$ cat src/design/smx_pkg.sv
// Shared types and constants for the stack machine executor.
// No dependencies; imported by every module of the block.
package smx_pkg;

   localparam int DATA_W = 16;

   localparam logic [7:0] OP_HALT   = 8'h00;
   localparam logic [7:0] OP_ADD    = 8'h10;
   localparam logic [7:0] OP_NEG    = 8'h11;
   localparam logic [7:0] OP_MUL    = 8'h12;
   localparam logic [7:0] OP_DIVMOD = 8'h13;
   localparam logic [7:0] OP_PUSH   = 8'h20;
   localparam logic [7:0] OP_POP    = 8'h21;
   localparam logic [7:0] OP_SWAP   = 8'h22;
   localparam logic [7:0] OP_READ   = 8'h30;
   localparam logic [7:0] OP_WRITE  = 8'h31;

   localparam logic [1:0] ST_NORMAL  = 2'd0;
   localparam logic [1:0] ST_HALTED  = 2'd1;
   localparam logic [1:0] ST_ILLEGAL = 2'd2;

   typedef struct packed {
      logic [7:0]               kind;
      logic signed [DATA_W-1:0] immediate;
      logic signed [DATA_W-1:0] read_value;
      logic                     clear;
   } req_word_type;

   typedef struct packed {
      logic [1:0]               status;
      logic                     out_valid;
      logic signed [DATA_W-1:0] out_value;
      logic [8:0]               depth_now;
   } rsp_word_type;

   typedef struct packed {
      logic              start;
      logic [DATA_W-1:0] dividend;
      logic [DATA_W-1:0] divisor;
   } div_req_type;

   typedef struct packed {
      logic              done;
      logic [DATA_W-1:0] quotient;
      logic [DATA_W-1:0] remainder;
   } div_rsp_type;

endpackage

$ cat src/design/smx_div.sv
// Iterative signed 16-bit divider, one quotient bit per cycle, truncating.
// Depends on smx_pkg.
module smx_div (
   input  logic               clock,
   input  logic               reset,
   input  smx_pkg::div_req_type div_req,
   output smx_pkg::div_rsp_type div_rsp
);
   import smx_pkg::*;

   localparam int SW = $clog2(DATA_W);

   logic              busy_ff, busy_in;
   logic              done_ff, done_in;
   logic [SW-1:0]     step_ff, step_in;
   logic [DATA_W-1:0] rem_ff, rem_in;
   logic [DATA_W-1:0] quo_ff, quo_in;
   logic [DATA_W-1:0] den_ff, den_in;
   logic              neg_q_ff, neg_q_in;
   logic              neg_r_ff, neg_r_in;
   logic [DATA_W:0]   trial;
   logic [DATA_W:0]   diff;

   always_comb begin
      busy_in  = busy_ff;
      done_in  = 1'b0;
      step_in  = step_ff;
      rem_in   = rem_ff;
      quo_in   = quo_ff;
      den_in   = den_ff;
      neg_q_in = neg_q_ff;
      neg_r_in = neg_r_ff;
      trial    = {rem_ff, quo_ff[DATA_W-1]};
      diff     = trial - {1'b0, den_ff};
      if (div_req.start) begin
         busy_in  = 1'b1;
         step_in  = '0;
         rem_in   = '0;
         neg_q_in = div_req.dividend[DATA_W-1] ^ div_req.divisor[DATA_W-1];
         neg_r_in = div_req.dividend[DATA_W-1];
         quo_in   = div_req.dividend[DATA_W-1] ? -div_req.dividend : div_req.dividend;
         den_in   = div_req.divisor[DATA_W-1] ? -div_req.divisor : div_req.divisor;
      end else if (busy_ff) begin
         if (!diff[DATA_W]) begin
            rem_in = diff[DATA_W-1:0];
         end else begin
            rem_in = trial[DATA_W-1:0];
         end
         quo_in  = {quo_ff[DATA_W-2:0], ~diff[DATA_W]};
         step_in = step_ff + 1'b1;
         if (step_ff == SW'(DATA_W - 1)) begin
            busy_in = 1'b0;
            done_in = 1'b1;
         end
      end
   end

   always_ff @(posedge clock) begin
      if (reset) begin
         busy_ff <= 1'b0;
         done_ff <= 1'b0;
         step_ff <= '0;
      end else begin
         busy_ff <= busy_in;
         done_ff <= done_in;
         step_ff <= step_in;
      end
      rem_ff   <= rem_in;
      quo_ff   <= quo_in;
      den_ff   <= den_in;
      neg_q_ff <= neg_q_in;
      neg_r_ff <= neg_r_in;
   end

   assign div_rsp.done      = done_ff;
   assign div_rsp.quotient  = neg_q_ff ? -quo_ff : quo_ff;
   assign div_rsp.remainder = neg_r_ff ? -rem_ff : rem_ff;

endmodule

$ cat src/design/stack_machine_executor_core.sv
// Top level of the 16-bit stack machine executor: sequencer, operand stack memory, ALU.
// Depends on smx_pkg and smx_div.
//
//   channel  ports                      handshake
//   request  start, busy, req_data      taken at clock edge with start high, busy low
//   result   rsp_strobe, rsp_data       one word per request, shown for one cycle
//
// Halt, clear, unknown opcodes and items while stopped: strobe in the cycle after start.
// Push/read: S_PUSH, S_DONE. Others: S_POP and S_POPW per operand (an empty pop skips
// S_POPW, the registered stack memory read), S_EXEC, S_PUSH per result, S_DONE.
// Pop/write push nothing; divmod waits in S_DIVW on the one-bit-per-cycle divider.
// Reset empties the stack and sets status normal; memory contents are not cleared.
// The receiver cannot stall; busy is low again in the cycle the strobe shows.
module stack_machine_executor_core #(
   parameter int unsigned STACK_DEPTH = 256
) (
   input  logic                  clock,
   input  logic                  reset,
   input  logic                  start,
   output logic                  busy,
   input  smx_pkg::req_word_type req_data,
   output logic                  rsp_strobe,
   output smx_pkg::rsp_word_type rsp_data
);
   import smx_pkg::*;

   localparam int CW = $clog2(STACK_DEPTH + 1);
   localparam int AW = $clog2(STACK_DEPTH);

   typedef enum logic [6:0] {
      S_IDLE = 7'b0000001,
      S_POP  = 7'b0000010,
      S_POPW = 7'b0000100,
      S_EXEC = 7'b0001000,
      S_DIVW = 7'b0010000,
      S_PUSH = 7'b0100000,
      S_DONE = 7'b1000000
   } state_type;

   state_type         state_ff, state_in;
   logic [7:0]        op_ff, op_in;
   logic [1:0]        pops_ff, pops_in;
   logic              pop_idx_ff, pop_idx_in;
   logic [1:0]        npush_ff, npush_in;
   logic [DATA_W-1:0] p1_ff, p1_in;
   logic [DATA_W-1:0] p2_ff, p2_in;
   logic [DATA_W-1:0] r1_ff, r1_in;
   logic [DATA_W-1:0] r2_ff, r2_in;
   logic              wv_ff, wv_in;
   logic [DATA_W-1:0] wval_ff, wval_in;
   logic [CW-1:0]     count_ff, count_in;
   logic [1:0]        status_ff, status_in;
   logic              rsp_strobe_ff, rsp_strobe_in;
   rsp_word_type      rsp_data_ff, rsp_data_in;

   logic [DATA_W-1:0] stack_mem [STACK_DEPTH];
   logic [DATA_W-1:0] rd_data_ff;
   logic              mem_re, mem_we;
   logic [AW-1:0]     mem_raddr, mem_waddr;

   logic [2*DATA_W-1:0] prod;
   logic                emit;
   div_req_type         div_req;
   div_rsp_type         div_rsp;

   smx_div u_div (
      .clock   (clock),
      .reset   (reset),
      .div_req (div_req),
      .div_rsp (div_rsp)
   );

   assign prod = p2_ff * p1_ff;

   always_comb begin
      state_in      = state_ff;
      op_in         = op_ff;
      pops_in       = pops_ff;
      pop_idx_in    = pop_idx_ff;
      npush_in      = npush_ff;
      p1_in         = p1_ff;
      p2_in         = p2_ff;
      r1_in         = r1_ff;
      r2_in         = r2_ff;
      wv_in         = wv_ff;
      wval_in       = wval_ff;
      count_in      = count_ff;
      status_in     = status_ff;
      rsp_strobe_in = 1'b0;
      rsp_data_in   = rsp_data_ff;
      mem_re        = 1'b0;
      mem_we        = 1'b0;
      mem_raddr     = AW'(count_ff - 1'b1);
      mem_waddr     = AW'(count_ff);
      div_req.start    = 1'b0;
      div_req.dividend = p2_ff;
      div_req.divisor  = p1_ff;
      emit          = 1'b0;

      case (state_ff)
         S_IDLE: begin
            if (start) begin
               op_in      = req_data.kind;
               wv_in      = 1'b0;
               wval_in    = '0;
               pop_idx_in = 1'b0;
               if (req_data.clear) begin
                  count_in  = '0;
                  status_in = ST_NORMAL;
                  emit      = 1'b1;
               end else if (status_ff != ST_NORMAL) begin
                  emit = 1'b1;
               end else begin
                  case (req_data.kind)
                     OP_HALT: begin
                        status_in = ST_HALTED;
                        emit      = 1'b1;
                     end
                     OP_PUSH: begin
                        r1_in    = req_data.immediate;
                        npush_in = 2'd1;
                        state_in = S_PUSH;
                     end
                     OP_READ: begin
                        r1_in    = req_data.read_value;
                        npush_in = 2'd1;
                        state_in = S_PUSH;
                     end
                     OP_POP, OP_WRITE, OP_NEG: begin
                        pops_in  = 2'd1;
                        state_in = S_POP;
                     end
                     OP_ADD, OP_MUL, OP_DIVMOD, OP_SWAP: begin
                        pops_in  = 2'd2;
                        state_in = S_POP;
                     end
                     default: begin
                        status_in = ST_ILLEGAL;
                        emit      = 1'b1;
                     end
                  endcase
               end
            end
         end
         S_POP: begin
            if (count_ff == '0) begin
               status_in = ST_ILLEGAL;
               if (pop_idx_ff) begin
                  p2_in = '0;
               end else begin
                  p1_in = '0;
               end
               pops_in    = pops_ff - 1'b1;
               pop_idx_in = 1'b1;
               state_in   = (pops_ff == 2'd1) ? S_EXEC : S_POP;
            end else begin
               mem_re   = 1'b1;
               count_in = count_ff - 1'b1;
               state_in = S_POPW;
            end
         end
         S_POPW: begin
            if (pop_idx_ff) begin
               p2_in = rd_data_ff;
            end else begin
               p1_in = rd_data_ff;
            end
            pops_in    = pops_ff - 1'b1;
            pop_idx_in = 1'b1;
            state_in   = (pops_ff == 2'd1) ? S_EXEC : S_POP;
         end
         S_EXEC: begin
            state_in = S_PUSH;
            npush_in = 2'd1;
            case (op_ff)
               OP_ADD: r1_in = p2_ff + p1_ff;
               OP_NEG: r1_in = -p1_ff;
               OP_MUL: r1_in = prod[DATA_W-1:0];
               OP_DIVMOD: begin
                  if (p1_ff == '0) begin
                     status_in = ST_ILLEGAL;
                     r1_in     = '0;
                     r2_in     = '0;
                     npush_in  = 2'd2;
                  end else begin
                     div_req.start = 1'b1;
                     state_in      = S_DIVW;
                  end
               end
               OP_SWAP: begin
                  r1_in    = p1_ff;
                  r2_in    = p2_ff;
                  npush_in = 2'd2;
               end
               OP_WRITE: begin
                  wv_in    = 1'b1;
                  wval_in  = p1_ff;
                  state_in = S_DONE;
               end
               default: state_in = S_DONE;
            endcase
         end
         S_DIVW: begin
            if (div_rsp.done) begin
               r1_in    = div_rsp.quotient;
               r2_in    = div_rsp.remainder;
               npush_in = 2'd2;
               state_in = S_PUSH;
            end
         end
         S_PUSH: begin
            if (count_ff >= CW'(STACK_DEPTH)) begin
               status_in = ST_ILLEGAL;
            end else begin
               mem_we   = 1'b1;
               count_in = count_ff + 1'b1;
            end
            r1_in    = r2_ff;
            npush_in = npush_ff - 1'b1;
            if (npush_ff == 2'd1) begin
               state_in = S_DONE;
            end
         end
         S_DONE: begin
            emit     = 1'b1;
            state_in = S_IDLE;
         end
         default: state_in = S_IDLE;
      endcase

      if (emit) begin
         rsp_strobe_in         = 1'b1;
         rsp_data_in.status    = status_in;
         rsp_data_in.out_valid = wv_in;
         rsp_data_in.out_value = wval_in;
         rsp_data_in.depth_now = 9'(count_in);
      end
   end

   always_ff @(posedge clock) begin
      if (reset) begin
         state_ff      <= S_IDLE;
         count_ff      <= '0;
         status_ff     <= ST_NORMAL;
         rsp_strobe_ff <= 1'b0;
      end else begin
         state_ff      <= state_in;
         count_ff      <= count_in;
         status_ff     <= status_in;
         rsp_strobe_ff <= rsp_strobe_in;
      end
      op_ff       <= op_in;
      pops_ff     <= pops_in;
      pop_idx_ff  <= pop_idx_in;
      npush_ff    <= npush_in;
      p1_ff       <= p1_in;
      p2_ff       <= p2_in;
      r1_ff       <= r1_in;
      r2_ff       <= r2_in;
      wv_ff       <= wv_in;
      wval_ff     <= wval_in;
      rsp_data_ff <= rsp_data_in;
   end

   always_ff @(posedge clock) begin
      if (mem_we) begin
         stack_mem[mem_waddr] <= r1_ff;
      end
      if (mem_re) begin
         rd_data_ff <= stack_mem[mem_raddr];
      end
   end

   assign busy       = (state_ff != S_IDLE);
   assign rsp_strobe = rsp_strobe_ff;
   assign rsp_data   = rsp_data_ff;

endmodule

$ cat config.mk
export PLATFORM = sky130hd
export DESIGN_NAME = stack_machine_executor_core
export DESIGN_NICKNAME = d
export VERILOG_FILES = /design/src/design/smx_pkg.sv /design/src/design/smx_div.sv /design/src/design/stack_machine_executor_core.sv
export SDC_FILE = /design/constraint.sdc
export NUM_CORES = 2
export LEC_CHECK = 0
export ABC_AREA = 0
export BUFFER_PORTS_ARGS = -buffer_cell sky130_fd_sc_hd__buf_2
export CORE_ASPECT_RATIO = 1.25
export CORE_MARGIN = 5
export CORE_UTILIZATION = 39
export CTS_BUF_LIST = sky130_fd_sc_hd__clkbuf_8
export DETAILED_ROUTE_END_ITERATION = 7
export GPL_TIMING_DRIVEN = 0
export PLACE_DENSITY = 0.58
export SLEW_MARGIN = 30
export SYNTH_ARGS = -nofsm -noshare
export SYNTH_HDL_FRONTEND = slang
export SYNTH_HIERARCHICAL = 1
export SYNTH_SLANG_ARGS = --single-unit
$ cat constraint.sdc
create_clock -name clock -period 5.6 [get_ports clock]
set_input_delay 1.68 -clock clock [delete_from_list [all_inputs] [get_ports clock]]
set_output_delay 1.68 -clock clock [all_outputs]
set_load 0.02 [all_outputs]
==> results.cfg <==
[cts]
numCtsBuffers = 646
insertion_delay_ps = 1240
clock-root-buffer = clkbuf_8
htree_levels = 6
cts_hold_buffers = 0
cts_tree = done
clkTransAtPathRegs_ps = 60
cts_buffer_depth = 4
cts.sinks = 4309

[routing]
antenna_left = 0
via_per_inst = 5.62
first_iter_violations = 9262
remaining_drc_errors = 0
dr.max_layer_used = met4
vias = 87778
m1WireLength_um = 182000
firstDrtPassIters = 8
drt-total-wl_um = 500000
dr_wl_met2_um = 255000
wl_per_cell_um = 32.0
wl_met3_um = 36500

[floorplanning]
core_mm2 = 0.442
fp.dieH_um = 754
start_util = 0.391
num_io_pins = 74
die_x_um = 605
die-area_mm2 = 0.457
rows = 273

[power_and_ir_drop]
switchingPower_mw = 12.6
max-vdd-ir-drop_uv = 269
internal-power_mw = 46.4
seqPwrFrac = 0.593
fin_total_pwr_mw = 59.0
swShare = 0.214
power.density_mw_per_mm2 = 293
comb_power_share = 0.008
clock_power_share = 0.399
leakage_nw = 62.8

[setup_path]
path_max_fanout = 10
cpPeakStageDelay_ps = 530
critPathSlowestCell = fa_1
critical_path.startpoint = p1_ff[2]$_DFFE_PP_
crit_chain = clkbuf_8 > clkbuf_16 > and2_4 > fa_1 > inv_1 > fa_1 > inv_1 > fa_1 > fa_1 > inv_2 > fa_1 > fa_2 > xor2_1 > xnor2_1 > xnor2_1 > xnor2_1 > xnor3_1 > or4_4 > a31oi_4 > o31ai_2
crit_required_ps = 6560
start_kind = flip-flop
crit_path_frequent_cell = fa_1
regToRegEndpoint = r1_ff[15]$_DFFE_PP_
setup.worst_path.class = flip-flop to flip-flop
endpoint_kind = flip-flop
reg2reg_slack_ps = -420
r2r_cells = 20
cp.arrival_ps = 6980
r2r_start = p1_ff[2]$_DFFE_PP_

[sta]
period_share = 1.08
finClkSkew_ps = 71.8
rsz0062_at_grt = true
fmax_mhz = 166
hold_ws_ps = 457
final_max_slew_viol_count = 0
period_needed_ps = 6020
report.final.hold_viol_count = 0
setup_ws_ps = -421
finalSetupViolCount = 9
worst-slew-pin-transition_ps = 1060
relSlewSlack = 0.293

[yosys]
synthAdderAreaFrac = 0.0162
synthArstFlopShare = 0
seq_area_frac_synth = 0.745
ys_types = 88
yosysTopAreaCell = edfxtp_1
synthTopCellsByArea = edfxtp_1 74%, mux4_2 17%, fa_1 0.95%
synth_top_flop_cell = edfxtp_1
ys_warn_count = 6
synth_top_area_share = 0.739
synth-xor-area-share = 0.00641
synth_area_per_cell_um2 = 21.5
ys_ff_latch = 4309
synthCells = 8053
syn-num-nets = 8271
synthTopCellsByCount = 4251 x edfxtp_1, 1280 x mux4_2, 339 x nor2_1
muxShareOfSynthArea = 0.173
syn_area_mm2 = 0.173
synth_edf_count = 4251
synth_top_family_by_area = multiplexers
yosysMostFrequentCell = edfxtp_1
synth-simple-area-share = 0.0268
synth_compound_gate_area_share = 0.0183

[run]
cap_viol_max_count = 0

[layout]
drive_gt1_frac = 0.344
nFillCells = 36969
nets = 9416
syn2layout_area_growth_pct = 16.5

[status]
status = finished with violations
failed_checks = negative setup slack

[grt]
grt_overflow = 0
grt_max_degree = 30
grt_pass1_vias = 91117
antenna_found_initial = 25
grt_usage = 0.216
grt_first_pass_wirelength_um = 698000

[placed_design]
portBuffers = 73
dp_hpwl_um = 353000
gp_congestion = 0.965

[min_path]
hp-class = flip-flop to flip-flop
hold_depth = 1
hp-start = wv_ff$_DFF_P_
whs_endpoint = wv_ff$_DFF_P_
[kinds of logic after synthesis]
logic type / Yosys count
AO/OA/AOI/OAI: 471
flip-flops: 4309
XOR/XNOR: 125
adder cells (fa/ha/maj): 174
multiplexers: 1381
buffers and inverters: 609
AND/OR/NAND/NOR: 984
[layout by cell type, fill, tap and decap left out, types with 78 or more instances in the layout]
cell,count
edfxtp_1,4251
mux4_2,1280
clkbuf_8,669
inv_1,372
nand2_1,260
nor2_4,203
buf_2,185
buf_6,183
clkinv_1,149
buf_8,130
clkbuf_1,127
clkbuf_2,110
o21ai_0,104
a21oi_1,104
xnor2_1,84
nor2_1,80
and2_1,79
fa_1,78
[flip-flops by register name, indices dropped and copies added, names as in the netlist, 2 cells and up]
| register | cells |
|---|---|
| npush_ff | 2 |
| pops_ff | 2 |
| rsp_data | 28 |
| r2_ff | 16 |
| u_div/den_ff | 16 |
| stack_mem | 4096 |
| op_ff | 8 |
| count_ff | 9 |
| p1_ff | 16 |
| u_div/step_ff | 4 |
| status_ff | 2 |
| rd_data_ff | 16 |
| u_div/rem_ff | 16 |
| state_ff | 7 |
| r1_ff | 16 |
| u_div/quo_ff | 16 |
| wval_ff | 16 |
| p2_ff | 16 |
[metal layers]
metal	global-route usage	vias to the layer above
li1	-	35915
met1	0.264	46988
met2	0.368	3927
met3	0.0426	948
met4	0.105	0
met5	0	-
[layout make-up]
class	count	area, um^2	area share
flip-flops and latches	4309	129000	0.640
multi-input cells	3135	44200	0.219
clock buffers	661	9100	0.0452
well taps	5912	7400	0.0367
repair buffers	502	6390	0.0317
plain buffers	440	2430	0.0121
clock inverters	486	2380	0.0118
inverters	164	616	0.00306
diodes	16	40.0	0.000199
[repair_timing]
action,in CTS,in global routing
setup endpoints to repair,28,23
gates resized for setup,275,73
buffers inserted,55,17
pin swaps,46,61
endpoints found under the hold margin,0,0
[critical path: cells and delay by family (launching register included)]
kind	cells	cell delay, ps
fa+ha+maj	6	2830
xor+xnor	5	940
simple gates	2	640
flops	1	510
buf+inv	5	500
compound gates	2	280
[power groups by stage]
stage	clock (mW)	combinational, mW	sequential [mW]
after floorplan	0	0.309	35.6
after global placement	0	0.448	35.7
after detailed placement	0	0.469	35.7
after CTS	23.9	0.473	35.0
after global routing	25.4	0.519	34.9
final	23.5	0.479	35.0
[through the flow]
step	cells	util	TNS, ps	instance area [um^2]	setup WS (ps)
2_1_floorplan	8053	-	0	173000	11.0
3_3_place_gp	14038	0.409	-	181000	-6670
3_5_place_dp	14396	0.425	-61200	188000	-3350
4_1_cts	15596	0.455	-1310	201000	-449
5_1_grt	15617	0.456	-1720	201000	-584
6_report	15625	0.456	-1270	201000	-421
[worst max path at each step]
| stage | end | slack (ps) |
|---|---|---|
| 2_1_floorplan | r1_ff[15]$_DFFE_PP_ | 10 |
| 3_3_place_gp | rd_data_ff[10]$_DFFE_PP_ | -6670 |
| 3_5_place_dp | rd_data_ff[10]$_DFFE_PP_ | -3350 |
| 4_1_cts | r1_ff[15]$_DFFE_PP_ | -450 |
| 5_1_grt | r1_ff[15]$_DFFE_PP_ | -580 |
| 6_report | r1_ff[15]$_DFFE_PP_ | -420 |
Note: power is estimated with default switching activity, not from simulation.
